$ cat src/hw/rtl/kpt_pkg.sv
package kpt_pkg;

	localparam int DEPTH_DEFAULT = 32;
	localparam int HANDLE_BITS_DEFAULT = 16;

	localparam int LABEL_W = 8;
	localparam int KEY_W = 32;
	localparam int HANDLE_PORT_W = 16;
	localparam int STATUS_W = 3;

	// Command codes
	localparam logic CMD_LOOKUP = 1'b0;
	localparam logic CMD_LIST = 1'b1;

	// Result status codes
	localparam logic [STATUS_W-1:0] ST_FOUND = 3'd0;
	localparam logic [STATUS_W-1:0] ST_INSERTED = 3'd1;
	localparam logic [STATUS_W-1:0] ST_ABSENT = 3'd2;
	localparam logic [STATUS_W-1:0] ST_FULL = 3'd3;
	localparam logic [STATUS_W-1:0] ST_LISTED = 3'd4;
	localparam logic [STATUS_W-1:0] ST_EMPTY = 3'd5;

	// Label stored when label mode is off
	localparam logic [LABEL_W-1:0] LABEL_NONE = 8'hFF;

	// Configuration register indexes
	localparam logic REG_LABEL_MODE = 1'b0;

endpackage

$ cat src/hw/rtl/key_pair_lookup_or_insert_table_unit.sv
// Table of up to DEPTH entries (label, two 32-bit keys, handle) kept in insertion order in
// one synchronous single-port memory with a registered read. A lookup request scans the
// entries from the oldest, one memory read per cycle: a hit answers for the first matching
// entry, a miss once all n stored entries are read (the append write takes place in the
// answering cycle). A list request gives one result per cycle while the output is not
// stalled, after a first memory read, or a single result on an empty table. The block
// takes one request at a time; a finished result waits in the output register while the
// next request is accepted. The memory needs no clearing after reset: only entries below
// the entry count are ever read.
module key_pair_lookup_or_insert_table_unit
	import kpt_pkg::*;
#(
	parameter int DEPTH = DEPTH_DEFAULT,
	parameter int HANDLE_BITS = HANDLE_BITS_DEFAULT
) (
	input  logic                       clk,
	input  logic                       arst_n,

	input  logic                       psel,
	input  logic                       penable,
	input  logic                       pwrite,
	input  logic [2:0]                 paddr,
	input  logic [31:0]                pwdata,
	output logic [31:0]                prdata,
	output logic                       pready,

	input  logic                       req_valid,
	output logic                       req_stall,
	input  logic                       cmd,
	input  logic signed [LABEL_W-1:0]  label,
	input  logic signed [KEY_W-1:0]    key_first,
	input  logic signed [KEY_W-1:0]    key_second,
	input  logic                       learn,
	input  logic [HANDLE_PORT_W-1:0]   new_handle,

	output logic                       rsp_valid,
	input  logic                       rsp_stall,
	output logic [STATUS_W-1:0]        status,
	output logic [HANDLE_PORT_W-1:0]   handle_out,
	output logic signed [KEY_W-1:0]    key_first_out,
	output logic signed [KEY_W-1:0]    key_second_out,
	output logic signed [LABEL_W-1:0]  label_out,
	output logic                       last
);

	localparam int AW = (DEPTH > 1) ? $clog2(DEPTH) : 1;
	localparam int CW = $clog2(DEPTH + 1);
	// only the low min(HANDLE_BITS, 16) bits of a handle are stored and reach the ports
	localparam int HW = (HANDLE_BITS < HANDLE_PORT_W) ? HANDLE_BITS : HANDLE_PORT_W;

	localparam logic [2:0] S_IDLE = 3'd0;
	localparam logic [2:0] S_SCAN = 3'd1;
	localparam logic [2:0] S_MISS = 3'd2;
	localparam logic [2:0] S_LIST = 3'd3;
	localparam logic [2:0] S_EMPTY = 3'd4;

	typedef struct packed {
		logic [LABEL_W-1:0] label;
		logic [KEY_W-1:0]   key_first;
		logic [KEY_W-1:0]   key_second;
		logic [HW-1:0]      handle;
	} entry_t;

	typedef struct packed {
		logic [STATUS_W-1:0]      status;
		logic [HANDLE_PORT_W-1:0] handle;
		logic [KEY_W-1:0]         key_first;
		logic [KEY_W-1:0]         key_second;
		logic [LABEL_W-1:0]       label;
		logic                     last;
	} result_t;

	logic [2:0]    state_q, state_d;
	logic [AW-1:0] idx_q, idx_d;
	logic [CW-1:0] count_q, count_d;
	logic          label_mode_q;

	logic                 req_cmd_q;
	logic [LABEL_W-1:0]   req_label_q;
	logic [KEY_W-1:0]     req_key_first_q;
	logic [KEY_W-1:0]     req_key_second_q;
	logic                 req_learn_q;
	logic [HW-1:0]        req_handle_q;
	logic                 req_load;

	entry_t        mem_q [DEPTH];
	entry_t        rd_data_q;
	entry_t        wr_data;
	logic          rd_en;
	logic [AW-1:0] rd_addr;
	logic          mem_we;

	result_t       out_q, out_d;
	logic          out_valid_q;
	logic          out_load;
	logic          out_free;

	logic          hit;
	logic          last_idx;
	logic          full;
	logic          cfg_we;

	// ---------------- configuration port ----------------
	assign pready = 1'b1;
	assign cfg_we = psel & penable & pwrite & pready;

	always_comb begin
		prdata = '0;
		if (paddr[2] == REG_LABEL_MODE) begin
			prdata[0] = label_mode_q;
		end
	end

	always_ff @(posedge clk or negedge arst_n) begin
		if (!arst_n) begin
			label_mode_q <= 1'b0;
		end else if (cfg_we && paddr[2] == REG_LABEL_MODE) begin
			label_mode_q <= pwdata[0];
		end
	end

	// ---------------- entry memory ----------------
	// Reads and the append write never fall in the same cycle, so no forwarding is needed.
	assign wr_data.label = label_mode_q ? req_label_q : LABEL_NONE;
	assign wr_data.key_first = req_key_first_q;
	assign wr_data.key_second = req_key_second_q;
	assign wr_data.handle = req_handle_q;

	always_ff @(posedge clk) begin
		if (mem_we) begin
			mem_q[count_q[AW-1:0]] <= wr_data;
		end
	end

	// read data holds until the next read, so a stalled output can wait on it
	always_ff @(posedge clk) begin
		if (rd_en) begin
			rd_data_q <= mem_q[rd_addr];
		end
	end

	// ---------------- control ----------------
	assign req_stall = (state_q != S_IDLE);
	assign out_free = !out_valid_q || !rsp_stall;
	assign last_idx = ((CW'(idx_q) + CW'(1)) == count_q);
	assign full = (count_q == CW'(DEPTH));
	assign hit = (!label_mode_q || rd_data_q.label == req_label_q)
		&& rd_data_q.key_first == req_key_first_q
		&& rd_data_q.key_second == req_key_second_q;

	always_comb begin
		state_d = state_q;
		idx_d = idx_q;
		count_d = count_q;
		req_load = 1'b0;
		rd_en = 1'b0;
		rd_addr = idx_q + AW'(1);
		mem_we = 1'b0;
		out_load = 1'b0;
		out_d = '0;
		out_d.last = 1'b1;

		unique case (state_q)
			S_IDLE: begin
				if (req_valid) begin
					req_load = 1'b1;
					idx_d = '0;
					if (count_q == '0) begin
						state_d = (cmd == CMD_LIST) ? S_EMPTY : S_MISS;
					end else begin
						rd_en = 1'b1;
						rd_addr = '0;
						state_d = (cmd == CMD_LIST) ? S_LIST : S_SCAN;
					end
				end
			end
			S_SCAN: begin
				if (hit) begin
					if (out_free) begin
						out_load = 1'b1;
						out_d.status = ST_FOUND;
						out_d.handle = HANDLE_PORT_W'(rd_data_q.handle);
						state_d = S_IDLE;
					end
				end else if (last_idx) begin
					state_d = S_MISS;
				end else begin
					rd_en = 1'b1;
					idx_d = idx_q + AW'(1);
				end
			end
			S_MISS: begin
				if (out_free) begin
					out_load = 1'b1;
					state_d = S_IDLE;
					if (!req_learn_q) begin
						out_d.status = ST_ABSENT;
					end else if (full) begin
						out_d.status = ST_FULL;
					end else begin
						mem_we = 1'b1;
						count_d = count_q + CW'(1);
						out_d.status = ST_INSERTED;
						out_d.handle = HANDLE_PORT_W'(req_handle_q);
					end
				end
			end
			S_LIST: begin
				if (out_free) begin
					out_load = 1'b1;
					out_d.status = ST_LISTED;
					out_d.handle = HANDLE_PORT_W'(rd_data_q.handle);
					out_d.key_first = rd_data_q.key_first;
					out_d.key_second = rd_data_q.key_second;
					out_d.label = rd_data_q.label;
					out_d.last = last_idx;
					if (last_idx) begin
						state_d = S_IDLE;
					end else begin
						rd_en = 1'b1;
						idx_d = idx_q + AW'(1);
					end
				end
			end
			S_EMPTY: begin
				if (out_free) begin
					out_load = 1'b1;
					out_d.status = ST_EMPTY;
					state_d = S_IDLE;
				end
			end
			default: begin
				state_d = S_IDLE;
			end
		endcase
	end

	always_ff @(posedge clk or negedge arst_n) begin
		if (!arst_n) begin
			state_q <= S_IDLE;
			idx_q <= '0;
			count_q <= '0;
			out_valid_q <= 1'b0;
		end else begin
			state_q <= state_d;
			idx_q <= idx_d;
			count_q <= count_d;
			if (out_load) begin
				out_valid_q <= 1'b1;
			end else if (!rsp_stall) begin
				out_valid_q <= 1'b0;
			end
		end
	end

	always_ff @(posedge clk) begin
		if (req_load) begin
			req_cmd_q <= cmd;
			req_label_q <= label;
			req_key_first_q <= key_first;
			req_key_second_q <= key_second;
			req_learn_q <= learn;
			req_handle_q <= new_handle[HW-1:0];
		end
		if (out_load) begin
			out_q <= out_d;
		end
	end

	assign rsp_valid = out_valid_q;
	assign status = out_q.status;
	assign handle_out = out_q.handle;
	assign key_first_out = out_q.key_first;
	assign key_second_out = out_q.key_second;
	assign label_out = out_q.label;
	assign last = out_q.last;

`ifndef SYNTH
	a_count_bound: assert property (@(posedge clk) disable iff (!arst_n)
		count_q <= CW'(DEPTH))
		else $error("entry count above depth");

	a_append_room: assert property (@(posedge clk) disable iff (!arst_n)
		mem_we |-> (count_q < CW'(DEPTH)) && state_q == S_MISS && req_cmd_q == CMD_LOOKUP)
		else $error("append without room or outside miss handling");

	a_append_count: assert property (@(posedge clk) disable iff (!arst_n)
		mem_we |=> count_q == $past(count_q) + CW'(1))
		else $error("entry count not advanced by append");

	a_scan_range: assert property (@(posedge clk) disable iff (!arst_n)
		(state_q == S_SCAN || state_q == S_LIST) |-> CW'(idx_q) < count_q)
		else $error("scan index past stored entries");

	a_result_held: assert property (@(posedge clk) disable iff (!arst_n)
		out_valid_q && rsp_stall |=> out_valid_q && $stable(out_q))
		else $error("pending result overwritten");
`endif

endmodule

$ cat config.mk
export PLATFORM = sky130hd
export DESIGN_NAME = key_pair_lookup_or_insert_table_unit
export DESIGN_NICKNAME = d
export VERILOG_FILES = /design/src/hw/rtl/kpt_pkg.sv /design/src/hw/rtl/key_pair_lookup_or_insert_table_unit.sv
export SDC_FILE = /design/constraint.sdc
export NUM_CORES = 2
export LEC_CHECK = 0
export BUFFER_PORTS_ARGS = -buffer_cell sky130_fd_sc_hd__buf_2
export CAP_MARGIN = 15
export CORE_UTILIZATION = 60
export DETAILED_ROUTE_END_ITERATION = 8
export PLACE_DENSITY = 0.77
export REMOVE_ABC_BUFFERS = 1
export SETUP_SLACK_MARGIN = 0.05
export SYNTH_ARGS = -nofsm -noshare
export SYNTH_HDL_FRONTEND = slang
export SYNTH_SLANG_ARGS = --single-unit
$ cat constraint.sdc
create_clock -name clk -period 9.8 [get_ports clk]
set_clock_uncertainty 0.1 [all_clocks]
set_input_delay 0.49 -clock clk [delete_from_list [all_inputs] [get_ports clk]]
set_output_delay 0.49 -clock clk [all_outputs]
set_load 0.03 [all_outputs]
==> results.py <==
metrics = {
    "timing": {
        "timing.final.ws_setup_ps": 3912,
        "tightest_slew_ps": 1253,
        "fmax_mhz": 169.8,
        "finalSetupViolCount": 0,
        "timing.final.crit_share": 0.6008,
        "timing.hold.ws_ps": 149.5,
        "grt_setup_unrepaired": "false",
        "timing_hold_violations_final": 0,
        "slew_violations": 0,
        "slew-limit-headroom": 0.1645,
        "period_minus_slack_ps": 5888,
    },
    "pwr": {
        "p_leak_nw": 43.63,
        "vdd_ir_drop_max_mv": 0.7014,
        "powerDensity_nw_per_um2": 312.9,
    },
    "floorplan": {
        "fp.dieW_um": 451.4,
        "dieArea_sq_um": 203800,
        "ioPinCount": 259,
        "core_area_sq_um": 200300,
        "rows": 164,
        "start_util": 0.6050,
        "die_h_um": 451.4,
    },
    "placed_design": {
        "pre_cts_ws_ps": 3900,
        "numPortBuffers": 193,
        "dpl.hpwl_mm": 163.7,
        "gp_congestion": 0.8266,
        "place_area_sq_um": 125100,
    },
    "routing": {
        "drt-vias-per-instance": 7.114,
        "antenna_left": 0,
        "dr.pass1.iters": 6,
        "via_count": 71484,
        "drt_iter0_markers": 11635,
        "wl_per_cell_um": 34.31,
        "routed_wl_mm": 344.8,
        "drc": 0,
    },
    "global_routing": {
        "grt_max_degree": 140,
        "groute.usage.overall": 0.3342,
        "antenna_found_initial": 9,
        "grt_pass1_vias": 69753,
        "overflow": 0,
        "grt_pass1_wl_mm": 485.2,
    },
    "finish": {
        "finalNetCount": 7315,
        "fill_cells": 12534,
        "design_area_sq_um": 135400,
        "synthToLayoutAreaGrowth_pct": 11.75,
        "drive_gt1_frac": 0.1478,
    },
    "logic_synthesis": {
        "synth_area_sq_um": 121200,
        "async_flop_share": 0.005160,
        "synth-seq-area-share": 0.7678,
        "synth_edf_count": 3085,
        "synth_area_leader_cell": "edfxtp_1",
        "yosys_most_used_dff": "edfxtp_1",
        "synthTopCellsByArea": "edfxtp_1, mux2i_1, mux2_2",
        "synth_commonest_cells": "edfxtp_1, mux2i_1, nand2_1",
        "yosysTopAreaCellShare": 0.7645,
        "synth.most_common_cell": "edfxtp_1",
        "synthCells": 6908,
        "ys.warnings.count": 0,
        "ys_types": 61,
        "syn_avg_cell_area_sq_um": 17.54,
        "ys_seq_elements": 3101,
    },
    "setup_path": {
        "timing.rr.start": "req_key_second_q[31]$_DFFE_PP_",
        "startpoint_type": "register",
        "r2r-end": "rd_data_q[32]$_DFFE_PP_",
        "path_max_fanout": 33,
        "reg2reg_depth": 9,
        "crit_top_cell": "buf_4",
        "worstSetupEndpointType": "register",
        "arrival_ps": 6330,
        "ff2ff_setup_slack_ps": 3910,
        "crit_chain": "xnor2_1 -> nand4_1 -> nor4_1 -> and3_1 -> a31oi_1 -> nand3_1 -> nand2_4 -> buf_4 -> buf_4",
        "cp.required_ps": 10240,
        "cp_slowest_cell": "nor4_1",
        "path_class": "register to register",
        "cpPeakStageDelay_ps": 950,
    },
    "clocking": {
        "worst_skew_pair.late_latency_ps": 950,
        "clock-sinks": 3101,
        "cts.clk_slew.worst_paths_ps": 60,
        "tritoncts": "done",
        "clock_path_buffers": 4,
        "post_cts_buffers": 0,
        "cts_root_buf": "clkbuf_16",
        "cts_buffers": 316,
        "htreeDepth": 5,
    },
    "hold_path": {
        "holdPathStages": 2,
        "min_to": "req_key_second_q[13]$_DFFE_PP_",
        "hold_path.class": "input port to register",
        "hold_start": "key_second[13]",
    },
    "run": {
        "drv_cap": 0,
    },
    "outcome": {
        "status": "finished, final reports clean",
    },
}
through the flow:
step                 TNS, ps    util  instances  total power, mW
CTS                        0  0.6760      10045            41.96
global route               0  0.6761      10046            43.39
global placement           0  0.6247       9419            30.60
finish                     0  0.6761      10049            42.36
floorplan           -6221620       -       6408            25.25
detailed placement         0  0.6247       9419            30.91
worst max path at each step:
| stage | startpoint | to | slack, ps |
|---|---|---|---|
| 2_1_floorplan | idx_q[0]$_DFFE_PN0P_ | rd_data_q[86]$_DFFE_PP_ | -45850 |
| 3_3_place_gp | req_key_second_q[31]$_DFFE_PP_ | key_first_out[21]$_SDFFCE_PN0P_ | 4060 |
| 3_5_place_dp | req_key_second_q[31]$_DFFE_PP_ | key_first_out[21]$_SDFFCE_PN0P_ | 3900 |
| 4_1_cts | req_key_second_q[31]$_DFFE_PP_ | key_first_out[18]$_SDFFCE_PN0P_ | 3820 |
| 5_1_grt | idx_q[0]$_DFFE_PN0P_ | rd_data_q[32]$_DFFE_PP_ | 4000 |
| 6_report | req_key_second_q[31]$_DFFE_PP_ | rd_data_q[32]$_DFFE_PP_ | 3910 |
state kept, by name (all words and copies together), names as in the netlist, 16 cells and up:
register and cells:
handle_out 16, key_second_out 32, req_key_second_q 32, mem_q 2816, rd_data_q 88, key_first_out 32
req_handle_q 16, req_key_first_q 32
timing repair:
item	in CTS	in global routing
hold buffers	95	0
gates resized for setup	0	0
endpoints found under the hold margin	110	0
layout make-up:
cell class,instances,area (sq um),share of cell area
Inverter,10,45.04,0.0003326
Clock inverter,132,938.4,0.006930
Tap cell,2656,3323,0.02454
Sequential cell,3101,93040,0.6871
Antenna cell,3,7.507,0.00005544
Timing Repair Buffer,451,3378,0.02495
Multi-Input combinational cell,3297,26300,0.1942
Clock buffer,399,8378,0.06187
cell families after synthesis:
| family | share of synthesized area |
|---|---|
| multiplexers | 0.08367 |
| flip-flops | 0.7678 |
| adder cells (fa/ha/maj) | 0.0006195 |
| other | 0.00006198 |
| AO/OA/AOI/OAI | 0.08314 |
| XOR/XNOR | 0.006423 |
| buffers and inverters | 0.01928 |
| AND/OR/NAND/NOR | 0.03899 |
layout by cell type (no fill, tap or decap), types with 93 or more instances in the layout:
master	instances
and2_1	171
nor2_1	99
o21ai_0	93
mux2i_1	618
buf_2	193
dlygate4sd3_1	95
a32oi_1	175
nand3_1	97
a31oi_1	179
nand2_1	457
o221ai_1	178
buf_4	144
mux2_2	177
o2111ai_1	174
edfxtp_1	3085
clkbuf_16	323
critical path: cells and delay by family (launching register included):
family                    cells  cell delay, ps
DFF                           1             810
buffers and inverters         2            1070
xor gates and xnor gates      1             600
and+or+nand+nor               5            2660
AOI/OAI and AO/OA             1             150
per-layer routing:
metal  part of all wire  track usage  vias up
met3               0.14      0.07589     1084
met4              0.055       0.1635        8
met5            0.00011            0        -
met1               0.35       0.4521    35849
li1                   -            -    28492
met2               0.46       0.5177     6051
power breakdown:
part	switching [mW]	leakage [nW]	internal [mW]
clock	4.82	4.56	6.33
sequential	0.619	28.0	15.6
combinational	10.3	11.0	4.63
total	15.8	43.6	26.6
Power figures use the tool's default switching activity.
